==> config.mk <==
export PLATFORM = sky130hd
export DESIGN_NAME = led_burst_flasher
export DESIGN_NICKNAME = d
export VERILOG_FILES = /design/src/hdl/lbf_pkg.sv /design/src/hdl/lbf_core.sv /design/src/hdl/led_burst_flasher.sv
export SDC_FILE = /design/constraint.sdc
export NUM_CORES = 1
export LEC_CHECK = 0
export BUFFER_PORTS_ARGS = -buffer_cell sky130_fd_sc_hd__buf_2
export CELL_PAD_IN_SITES_DETAIL_PLACEMENT = 2
export CELL_PAD_IN_SITES_GLOBAL_PLACEMENT = 2
export CORE_MARGIN = 1
export CORE_UTILIZATION = 42
export CTS_BUF_LIST = sky130_fd_sc_hd__clkbuf_4 sky130_fd_sc_hd__clkbuf_8
export CTS_CLUSTER_DIAMETER = 200
export CTS_CLUSTER_SIZE = 24
export DETAILED_ROUTE_END_ITERATION = 8
export GPL_TIMING_DRIVEN = 0
export HOLD_SLACK_MARGIN = 0.03
export PLACE_DENSITY = 0.95
export SKIP_CTS_REPAIR_TIMING = 1
export SLEW_MARGIN = 20
export SYNTH_ARGS = -nofsm -noshare
export SYNTH_HDL_FRONTEND = slang
export SYNTH_HIERARCHICAL = 1
export SYNTH_SLANG_ARGS = --single-unit
==> constraint.sdc <==
create_clock -name i_clk -period 17.2 [get_ports i_clk]
set_clock_uncertainty 0.05 [all_clocks]
set_input_delay 1.72 -clock i_clk [delete_from_list [all_inputs] [get_ports i_clk]]
set_output_delay 1.72 -clock i_clk [all_outputs]
set_load 0.01 [all_outputs]
==> src/hdl/lbf_pkg.sv <==
// Shared types and constants for the LED burst flasher.
`timescale 1ns / 1ps
`default_nettype none

package lbf_pkg;

    // Mode codes carried by a set-mode beat
    localparam logic [1:0] MODE_OFF   = 2'd0;
    localparam logic [1:0] MODE_ON    = 2'd1;
    localparam logic [1:0] MODE_CONT  = 2'd2;
    localparam logic [1:0] MODE_PAUSE = 2'd3;

    // Opcode of an input beat
    localparam logic OP_TICK = 1'b0;
    localparam logic OP_SET  = 1'b1;

    // Register map: index within the APB window (byte address 4*index)
    localparam int         APB_AW           = 4;
    localparam logic [1:0] REG_ON_TIME      = 2'd0;
    localparam logic [1:0] REG_OFF_TIME     = 2'd1;
    localparam logic [1:0] REG_FLASH_COUNT  = 2'd2;
    localparam logic [1:0] REG_CYCLE_PERIOD = 2'd3;

    // Register reset values
    localparam logic [15:0] RST_ON_TIME      = 16'd100;
    localparam logic [15:0] RST_OFF_TIME     = 16'd200;
    localparam logic [3:0]  RST_FLASH_COUNT  = 4'd2;
    localparam logic [23:0] RST_CYCLE_PERIOD = 24'd3000;

    typedef struct packed {
        logic [15:0] on_time;
        logic [15:0] off_time;
        logic [3:0]  flash_count;
        logic [23:0] cycle_period;
    } t_cfg;

    typedef struct packed {
        logic led;
        logic active;
    } t_res;

endpackage

`default_nettype wire

==> src/hdl/lbf_core.sv <==
// Flasher state and next-state logic: mode, elapsed time, pulse index, period, LED.
`timescale 1ns / 1ps
`default_nettype none

module lbf_core #(
    parameter int TIME_BITS = 24
) (
    input  wire logic          i_clk,
    input  wire logic          i_rst_n,
    input  wire logic          i_step,
    input  wire logic          i_opcode,
    input  wire logic [1:0]    i_mode,
    input  wire lbf_pkg::t_cfg i_cfg,
    output lbf_pkg::t_res      o_res
);
    import lbf_pkg::*;

    localparam int CW = ((TIME_BITS > 24) ? TIME_BITS : 24) + 1;
    localparam logic [TIME_BITS-1:0] TIME_MAX   = {TIME_BITS{1'b1}};
    localparam logic [CW-1:0]        TIME_MAX_W = {{(CW-TIME_BITS){1'b0}}, TIME_MAX};
    localparam logic [TIME_BITS-1:0] PERIOD_RST = TIME_BITS'(3000);

    logic [1:0]           r_mode,    n_mode;
    logic [TIME_BITS-1:0] r_elapsed, n_elapsed;
    logic [4:0]           r_pulse,   n_pulse;
    logic [TIME_BITS-1:0] r_period,  n_period;
    logic                 r_led,     n_led;

    logic [16:0]          per;
    logic [21:0]          start;
    logic [22:0]          dark;
    logic [22:0]          dark_end;
    logic [21:0]          cont_prod;
    logic [CW-1:0]        t_w, start_w, dark_w, dark_end_w, period_w, cont_w, cyc_w;
    logic                 in_burst;
    logic                 flash;
    logic [TIME_BITS-1:0] t_inc;

    // Burst window of the pulse in progress
    always_comb begin
        per        = {1'b0, i_cfg.on_time} + {1'b0, i_cfg.off_time};
        start      = {17'b0, r_pulse} * {5'b0, per};
        dark       = {1'b0, start} + {7'b0, i_cfg.on_time};
        dark_end   = dark + {7'b0, i_cfg.off_time};
        cont_prod  = ({18'b0, i_cfg.flash_count} + 22'd1) * {5'b0, per};
        t_w        = {{(CW-TIME_BITS){1'b0}}, r_elapsed};
        period_w   = {{(CW-TIME_BITS){1'b0}}, r_period};
        start_w    = {{(CW-22){1'b0}}, start};
        dark_w     = {{(CW-23){1'b0}}, dark};
        dark_end_w = {{(CW-23){1'b0}}, dark_end};
        cont_w     = {{(CW-22){1'b0}}, cont_prod};
        cyc_w      = {{(CW-24){1'b0}}, i_cfg.cycle_period};
        in_burst   = r_pulse <= {1'b0, i_cfg.flash_count};
        flash      = (r_mode == MODE_CONT) || (r_mode == MODE_PAUSE);
        t_inc      = (r_elapsed == TIME_MAX) ? TIME_MAX : r_elapsed + TIME_BITS'(1);
    end

    // Next state for one beat
    always_comb begin
        n_mode    = r_mode;
        n_elapsed = r_elapsed;
        n_pulse   = r_pulse;
        n_period  = r_period;
        n_led     = r_led;
        if (i_opcode == OP_SET) begin
            n_mode = i_mode;
            unique case (i_mode)
                MODE_OFF: n_led = 1'b0;
                MODE_ON:  n_led = 1'b1;
                MODE_CONT: begin
                    if (r_mode != MODE_CONT) begin
                        n_period  = (cont_w > TIME_MAX_W) ? TIME_MAX
                                                          : cont_w[TIME_BITS-1:0];
                        n_elapsed = '0;
                        n_pulse   = '0;
                    end
                end
                MODE_PAUSE: begin
                    if (r_mode != MODE_PAUSE) begin
                        n_period  = (cyc_w > TIME_MAX_W) ? TIME_MAX
                                                         : cyc_w[TIME_BITS-1:0];
                        n_elapsed = '0;
                        n_pulse   = '0;
                    end
                end
                default: n_mode = r_mode;
            endcase
        end else if (flash) begin
            priority if (in_burst) begin
                // lit window, then dark window that advances the pulse
                if (t_w >= start_w && t_w < dark_w) begin
                    n_led = 1'b1;
                end else if (t_w >= dark_w && t_w < dark_end_w) begin
                    n_led   = 1'b0;
                    n_pulse = r_pulse + 5'd1;
                end
                n_elapsed = t_inc;
            end else if (t_w >= period_w) begin
                // restart the burst and evaluate time zero at once
                n_pulse = '0;
                if (i_cfg.on_time != '0) begin
                    n_led = 1'b1;
                end else if (i_cfg.off_time != '0) begin
                    n_led   = 1'b0;
                    n_pulse = 5'd1;
                end
                n_elapsed = TIME_BITS'(1);
            end else begin
                n_elapsed = t_inc;
            end
        end
    end

    // Hold state between beats
    always_ff @(posedge i_clk) begin
        if (!i_rst_n) begin
            r_mode    <= MODE_OFF;
            r_elapsed <= '0;
            r_pulse   <= '0;
            r_period  <= PERIOD_RST;
            r_led     <= 1'b0;
        end else if (i_step) begin
            r_mode    <= n_mode;
            r_elapsed <= n_elapsed;
            r_pulse   <= n_pulse;
            r_period  <= n_period;
            r_led     <= n_led;
        end
    end

    assign o_res.led    = n_led;
    assign o_res.active = (n_mode != MODE_OFF);

`ifndef SYNTHESIS
    // pulse index stops one past the largest flash count
    a_pulse_bound: assert property (@(posedge i_clk) disable iff (!i_rst_n)
        r_pulse <= 5'd16)
        else $error("pulse index out of range");

    // off mode never leaves the LED lit
    a_off_dark: assert property (@(posedge i_clk) disable iff (!i_rst_n)
        (r_mode == MODE_OFF) |-> !r_led)
        else $error("LED lit in off mode");

    // a tick outside flash modes keeps the counters
    a_idle_hold: assert property (@(posedge i_clk) disable iff (!i_rst_n)
        (i_step && i_opcode == OP_TICK && !flash) |=> $stable(r_elapsed) && $stable(r_pulse))
        else $error("counters moved outside a flash mode");
`endif

endmodule

`default_nettype wire

==> src/hdl/led_burst_flasher.sv <==
// Top level of the LED burst flasher: handshake stages, APB registers, flasher core.
//
//   channel  dir  handshake                  payload
//   in       in   i_in_valid / o_in_ready    i_opcode, i_mode
//   out      out  o_out_valid / i_out_ready  o_led, o_active
//   apb      in   psel, penable, pwrite      paddr, pwdata, prdata, pready
//
// One beat per cycle sustained while the output is not stalled; a beat is held in the input
// register and its result is then registered in the output register.
// One pass of compare logic plus 5x17 multiplies for the pulse start and the burst period.
// Reset is synchronous and active low; the input and output data registers have no reset.
// A stalled output holds its beat while one more input beat waits in the input register.
`timescale 1ns / 1ps
`default_nettype none

module led_burst_flasher #(
    parameter int TIME_BITS = 24
) (
    input  wire logic                       i_clk,
    input  wire logic                       i_rst_n,
    input  wire logic                       i_in_valid,
    output logic                            o_in_ready,
    input  wire logic                       i_opcode,
    input  wire logic [1:0]                 i_mode,
    output logic                            o_out_valid,
    input  wire logic                       i_out_ready,
    output logic                            o_led,
    output logic                            o_active,
    input  wire logic                       psel,
    input  wire logic                       penable,
    input  wire logic                       pwrite,
    input  wire logic [lbf_pkg::APB_AW-1:0] paddr,
    input  wire logic [31:0]                pwdata,
    output logic [31:0]                     prdata,
    output logic                            pready
);
    import lbf_pkg::*;

    t_cfg       r_cfg;
    logic       r_in_valid;
    logic       r_in_opcode;
    logic [1:0] r_in_mode;
    logic       r_out_valid;
    logic       r_led;
    logic       r_active;
    logic       advance;
    logic       step;
    logic       cfg_wr;
    t_res       res;

    // Move a beat forward when the output register is free or being drained
    assign advance    = !r_out_valid || i_out_ready;
    assign step       = r_in_valid && advance;
    assign o_in_ready = !r_in_valid || advance;

    // Input register
    always_ff @(posedge i_clk) begin
        if (!i_rst_n) begin
            r_in_valid <= 1'b0;
        end else if (i_in_valid && o_in_ready) begin
            r_in_valid <= 1'b1;
        end else if (step) begin
            r_in_valid <= 1'b0;
        end
    end

    always_ff @(posedge i_clk) begin
        if (i_in_valid && o_in_ready) begin
            r_in_opcode <= i_opcode;
            r_in_mode   <= i_mode;
        end
    end

    lbf_core #(
        .TIME_BITS (TIME_BITS)
    ) u_core (
        .i_clk    (i_clk),
        .i_rst_n  (i_rst_n),
        .i_step   (step),
        .i_opcode (r_in_opcode),
        .i_mode   (r_in_mode),
        .i_cfg    (r_cfg),
        .o_res    (res)
    );

    // Output register
    always_ff @(posedge i_clk) begin
        if (!i_rst_n) begin
            r_out_valid <= 1'b0;
        end else if (advance) begin
            r_out_valid <= r_in_valid;
        end
    end

    always_ff @(posedge i_clk) begin
        if (step) begin
            r_led    <= res.led;
            r_active <= res.active;
        end
    end

    assign o_out_valid = r_out_valid;
    assign o_led       = r_led;
    assign o_active    = r_active;

    // APB register writes
    assign cfg_wr = psel && penable && pwrite && pready;
    assign pready = 1'b1;

    always_ff @(posedge i_clk) begin
        if (!i_rst_n) begin
            r_cfg.on_time      <= RST_ON_TIME;
            r_cfg.off_time     <= RST_OFF_TIME;
            r_cfg.flash_count  <= RST_FLASH_COUNT;
            r_cfg.cycle_period <= RST_CYCLE_PERIOD;
        end else if (cfg_wr) begin
            unique case (paddr[3:2])
                REG_ON_TIME:      r_cfg.on_time      <= pwdata[15:0];
                REG_OFF_TIME:     r_cfg.off_time     <= pwdata[15:0];
                REG_FLASH_COUNT:  r_cfg.flash_count  <= pwdata[3:0];
                REG_CYCLE_PERIOD: r_cfg.cycle_period <= pwdata[23:0];
                default:          r_cfg              <= r_cfg;
            endcase
        end
    end

    // APB register reads
    always_comb begin
        unique case (paddr[3:2])
            REG_ON_TIME:      prdata = {16'b0, r_cfg.on_time};
            REG_OFF_TIME:     prdata = {16'b0, r_cfg.off_time};
            REG_FLASH_COUNT:  prdata = {28'b0, r_cfg.flash_count};
            REG_CYCLE_PERIOD: prdata = {8'b0, r_cfg.cycle_period};
            default:          prdata = '0;
        endcase
    end

`ifndef SYNTHESIS
    // a waiting beat is kept until it moves on
    a_in_hold: assert property (@(posedge i_clk) disable iff (!i_rst_n)
        (r_in_valid && !advance) |=> r_in_valid)
        else $error("input beat dropped");

    // an empty output register always lets a beat in
    a_ready_free: assert property (@(posedge i_clk) disable iff (!i_rst_n)
        !r_out_valid |-> o_in_ready)
        else $error("input stalled with empty output");

    // an inactive result never shows a lit LED
    a_inactive_dark: assert property (@(posedge i_clk) disable iff (!i_rst_n)
        (o_out_valid && !o_active) |-> !o_led)
        else $error("LED lit while inactive");
`endif

endmodule

`default_nettype wire
==> impl_metrics.xml <==
<?xml version="1.0" encoding="UTF-8"?>
<metrics>
  <group name="place">
    <metric name="dp_hpwl" unit="mm">66.3</metric>
    <metric name="port_buffers" unit="">63</metric>
    <metric name="gp_congestion" unit="">0.938</metric>
    <metric name="pre_cts_slack" unit="ps">4200</metric>
  </group>
  <group name="synthesis">
    <metric name="leading_post_synthesis_cells_by_instance_count" unit="">sky130_fd_sc_hd__nand2_1, sky130_fd_sc_hd__inv_1, sky130_fd_sc_hd__ha_1</metric>
    <metric name="synth_most_common_cell" unit="">sky130_fd_sc_hd__nand2_1</metric>
    <metric name="sequential_to_total_area_share_from_yosys_stat" unit="">0.154</metric>
    <metric name="synth-simple-area-share" unit="">0.226</metric>
    <metric name="ys.warnings.count" unit="">6</metric>
    <metric name="postSynthAreaPerCell" unit="sq um">7.84</metric>
    <metric name="post_synth_top_area_share" unit="">0.157</metric>
    <metric name="synth_flop_cell" unit="">sky130_fd_sc_hd__dfxtp_1</metric>
    <metric name="synth.area.top_cells" unit="">sky130_fd_sc_hd__ha_1, sky130_fd_sc_hd__dfxtp_1, sky130_fd_sc_hd__fa_1, sky130_fd_sc_hd__nand2_1, sky130_fd_sc_hd__inv_1</metric>
    <metric name="combinational_family_with_the_most_area_after_synthesis" unit="">adder cells</metric>
    <metric name="netlist_area" unit="sq mm">0.0163</metric>
    <metric name="synth_area_leader_cell" unit="">sky130_fd_sc_hd__ha_1</metric>
    <metric name="muxShareOfSynthArea" unit="">0.0468</metric>
    <metric name="yosysUniqueCellTypes" unit="">93</metric>
    <metric name="netlist_instances" unit="">2076</metric>
    <metric name="synth-compound-area-share" unit="">0.182</metric>
    <metric name="post_synthesis_xor_xnor_area_fraction" unit="">0.0429</metric>
    <metric name="synthesized_area_fraction_occupied_by_adder_cells" unit="">0.272</metric>
    <metric name="synth_enable_flop_cells" unit="">5</metric>
    <metric name="async_flop_share" unit="">0</metric>
    <metric name="ys_seq_elements" unit="">123</metric>
  </group>
  <group name="global_route">
    <metric name="grt_max_degree" unit="">17</metric>
    <metric name="initial_antenna_violation_count" unit="">16</metric>
    <metric name="first_pass_grt_wire_length" unit="mm">147</metric>
    <metric name="globalRoute.totalOverflow" unit="">0</metric>
    <metric name="aggregate_global_route_resource_usage" unit="">0.520</metric>
    <metric name="first_global_vias" unit="">21225</metric>
  </group>
  <group name="sta">
    <metric name="report.final.hold_viol_count" unit="">0</metric>
    <metric name="grt_setup_unrepaired" unit="">false</metric>
    <metric name="final-setup-viol-count" unit="">0</metric>
    <metric name="period_share" unit="">0.882</metric>
    <metric name="max_slew_margin" unit="">-0.353</metric>
    <metric name="setup_tns_final" unit="ps">0</metric>
    <metric name="finalWorstSetupSlack" unit="ps">2030</metric>
    <metric name="timing_worst_slew_pin_value" unit="ps">2000</metric>
    <metric name="highest_clock_rate" unit="MHz">65.9</metric>
    <metric name="finalMaxSlewViolations" unit="">2</metric>
    <metric name="post-route-min-period" unit="ps">15170</metric>
  </group>
  <group name="route">
    <metric name="avgViaCountPerCell" unit="">7.27</metric>
    <metric name="drtIter0Drc" unit="">2317</metric>
    <metric name="route.final.wire_length" unit="mm">106</metric>
    <metric name="num_vias" unit="">19559</metric>
    <metric name="drtAntennaViolNets" unit="">0</metric>
    <metric name="detailed_router_iteration_count_before_antenna_repair" unit="">7</metric>
    <metric name="post-route-drc-count" unit="">0</metric>
    <metric name="detail_route.wl_per_cell" unit="um">39.4</metric>
  </group>
  <group name="layout">
    <metric name="filler_instances" unit="">4313</metric>
    <metric name="post_route_cells_drive_above_1_share" unit="">0.0781</metric>
    <metric name="synthToLayoutAreaGrowth" unit="%">9.18</metric>
    <metric name="fin_nets" unit="">2508</metric>
  </group>
  <group name="clocking">
    <metric name="h-tree-depth" unit="">4</metric>
    <metric name="clockBufferDepth" unit="">2</metric>
    <metric name="clkTransAtPathRegs" unit="ps">100</metric>
    <metric name="cts_tree" unit="">yes</metric>
    <metric name="root_buffer" unit="">sky130_fd_sc_hd__clkbuf_8</metric>
    <metric name="worst_skew_pair.late_latency" unit="ps">500</metric>
    <metric name="cts_inserted_buffers" unit="">17</metric>
    <metric name="tritoncts_num_sinks" unit="">123</metric>
  </group>
  <group name="setup_path">
    <metric name="worst-path-max-fanout" unit="">10</metric>
    <metric name="timing.critical_path.mode_cell" unit="">sky130_fd_sc_hd__a21oi_1</metric>
    <metric name="worstPathRequired" unit="ps">17520</metric>
    <metric name="critPathCaptureType" unit="">register</metric>
    <metric name="timing.critical_path.from_type" unit="">register</metric>
    <metric name="worst_ep_arrival_time" unit="ps">15490</metric>
    <metric name="slowest_delay" unit="ps">950</metric>
    <metric name="type_of_the_setup_path_with_the_least_slack" unit="">register to register</metric>
    <metric name="slowest_stage" unit="">sky130_fd_sc_hd__xor2_1</metric>
  </group>
  <group name="floorplanning">
    <metric name="initial_utilization" unit="">0.429</metric>
    <metric name="boundaryPins" unit="">83</metric>
    <metric name="design.core.area" unit="sq mm">0.0379</metric>
    <metric name="floorplan.die.width" unit="um">199</metric>
    <metric name="chipHeight" unit="um">199</metric>
    <metric name="rows" unit="">71</metric>
    <metric name="fp.dieArea" unit="sq mm">0.0395</metric>
  </group>
  <group name="status">
    <metric name="result_of_the_run" unit="">finished with violations</metric>
    <metric name="violations" unit="">max-capacitance violations, max-slew violations</metric>
  </group>
  <group name="flow_run">
    <metric name="max_cap_violations" unit="">1</metric>
  </group>
  <group name="power_and_ir_drop">
    <metric name="power_per_cell_area" unit="mW/mm^2">44.8</metric>
    <metric name="leakage" unit="nW">8.39</metric>
    <metric name="worst_ir_drop_vdd" unit="mV">0.0527</metric>
  </group>
  <group name="min_path">
    <metric name="worstHoldPathType" unit="">register to register</metric>
  </group>
</metrics>
[power by group]
part           internal [mW]  switching (mW)  leakage (nW)  total [mW]
Clock                  0.158           0.153         0.212       0.311
Combinational         0.0529           0.131          7.18       0.184
Sequential             0.292         0.00978          1.00       0.301
[critical path, delay by kind of cell (launching register included)]
kind            cells  cell delay (ps)
compound gates     20             5990
simple gates       11             2400
flops               1              630
buf+inv             4              710
fa+ha+maj           9             3770
xor+xnor            3             1460
[stage by stage]
step                total power, mW  std cells  utilization  cell area [sq um]  hold slack [ps]
global route                  0.801       2690        0.468              17800              486
detailed placement            0.458       2657        0.456              17300              426
finish                        0.797       2692        0.469              17800              450
global placement              0.441       2657        0.455              17300              409
floorplan                     0.393       2083            -              16300              382
CTS                           0.768       2689        0.467              17700              445
[cells by family (layout without fill, tap and decap cells)]
kind of cell | after synthesis | count (layout)
AND/OR/NAND/NOR | 742 | 742
AO/OA/AOI/OAI | 453 | 453
buffers and inverters | 309 | 404
adder cells (fa/ha/maj) | 298 | 298
flip-flops | 123 | 123
XOR/XNOR | 78 | 78
multiplexers | 71 | 71
other | 2 | 12
[metal layers]
| metal | share of wire | vias to the layer above | GRT usage |
|---|---|---|---|
| met4 | 0.12 | 18 | 0.496 |
| met5 | 0.0018 | - | 0 |
| met1 | 0.32 | 9458 | 0.535 |
| met3 | 0.12 | 940 | 0.199 |
| met2 | 0.43 | 1793 | 0.810 |
| li1 | - | 7350 | - |
[area by class of cell]
cell class | instances | area (sq um) | share of cell area
multi-input combinational | 1651 | 12600 | 0.711
sequential | 123 | 2510 | 0.141
inverter | 213 | 800 | 0.0450
tap | 511 | 639 | 0.0360
buffer | 96 | 438 | 0.0246
timing repair buffer | 63 | 315 | 0.0177
clock buffer | 17 | 234 | 0.0132
clock inverter | 15 | 199 | 0.0112
antenna | 3 | 7.51 | 0.000422
[cell usage in the layout (no fill, tap or decap), types with 6 or more instances in the layout]
cell	synthesis	final
sky130_fd_sc_hd__a211oi_1	14	14
sky130_fd_sc_hd__a21boi_0	6	6
sky130_fd_sc_hd__a21o_1	32	32
sky130_fd_sc_hd__a21oi_1	114	113
sky130_fd_sc_hd__a311oi_1	12	12
sky130_fd_sc_hd__a31oi_1	19	18
sky130_fd_sc_hd__and2_1	84	84
sky130_fd_sc_hd__and3_1	13	13
sky130_fd_sc_hd__buf_2	10	73
sky130_fd_sc_hd__buf_4	11	11
sky130_fd_sc_hd__clkbuf_1	70	70
sky130_fd_sc_hd__clkbuf_8	0	17
sky130_fd_sc_hd__conb_1	2	9
sky130_fd_sc_hd__dfxtp_1	118	118
sky130_fd_sc_hd__fa_1	93	93
sky130_fd_sc_hd__ha_1	204	204
sky130_fd_sc_hd__inv_1	212	212
sky130_fd_sc_hd__mux2i_1	66	66
sky130_fd_sc_hd__nand2_1	277	277
sky130_fd_sc_hd__nand2b_1	35	35
sky130_fd_sc_hd__nand3_1	66	66
sky130_fd_sc_hd__nand4_1	20	20
sky130_fd_sc_hd__nor2_1	93	93
sky130_fd_sc_hd__nor2b_1	41	41
sky130_fd_sc_hd__nor3_1	33	33
sky130_fd_sc_hd__nor4_1	16	16
sky130_fd_sc_hd__o211ai_1	29	29
sky130_fd_sc_hd__o21a_1	15	15
sky130_fd_sc_hd__o21ai_0	124	124
sky130_fd_sc_hd__o21bai_1	6	6
sky130_fd_sc_hd__o31ai_1	8	8
sky130_fd_sc_hd__or2_2	15	15
sky130_fd_sc_hd__or3_1	19	19
sky130_fd_sc_hd__xnor2_1	45	38
sky130_fd_sc_hd__xnor2_2	2	9
sky130_fd_sc_hd__xor2_1	31	31
[state kept, by name, summed over array words and instances (netlist names)]
name              cells
r_cfg                60
u_core/r_elapsed     24
u_core/r_period      24
u_core/r_pulse        5
r_in_mode             2
u_core/r_mode         2
o_active              1
o_led                 1
o_out_valid           1
r_in_opcode           1
r_in_valid            1
u_core/r_led          1
[path summary, 6_finish.rpt]
| path | start | endpoint | slack, ps | cells after the start |
|---|---|---|---|---|
| setup / recovery | r_cfg[28]$_SDFFE_PN0P_ | u_core/r_pulse[1]$_SDFFE_PN0P_ | 2030 | 47 |
| hold / removal | r_cfg[20]$_SDFFE_PN0P_ | r_cfg[20]$_SDFFE_PN0P_ | 450 | 2 |
| setup reg to reg | r_cfg[28]$_SDFFE_PN0P_ | u_core/r_pulse[1]$_SDFFE_PN0P_ | 2030 | 47 |
| hold reg to reg | r_cfg[20]$_SDFFE_PN0P_ | r_cfg[20]$_SDFFE_PN0P_ | 450 | 2 |
No activity file was read; power rests on OpenSTA's default activity.
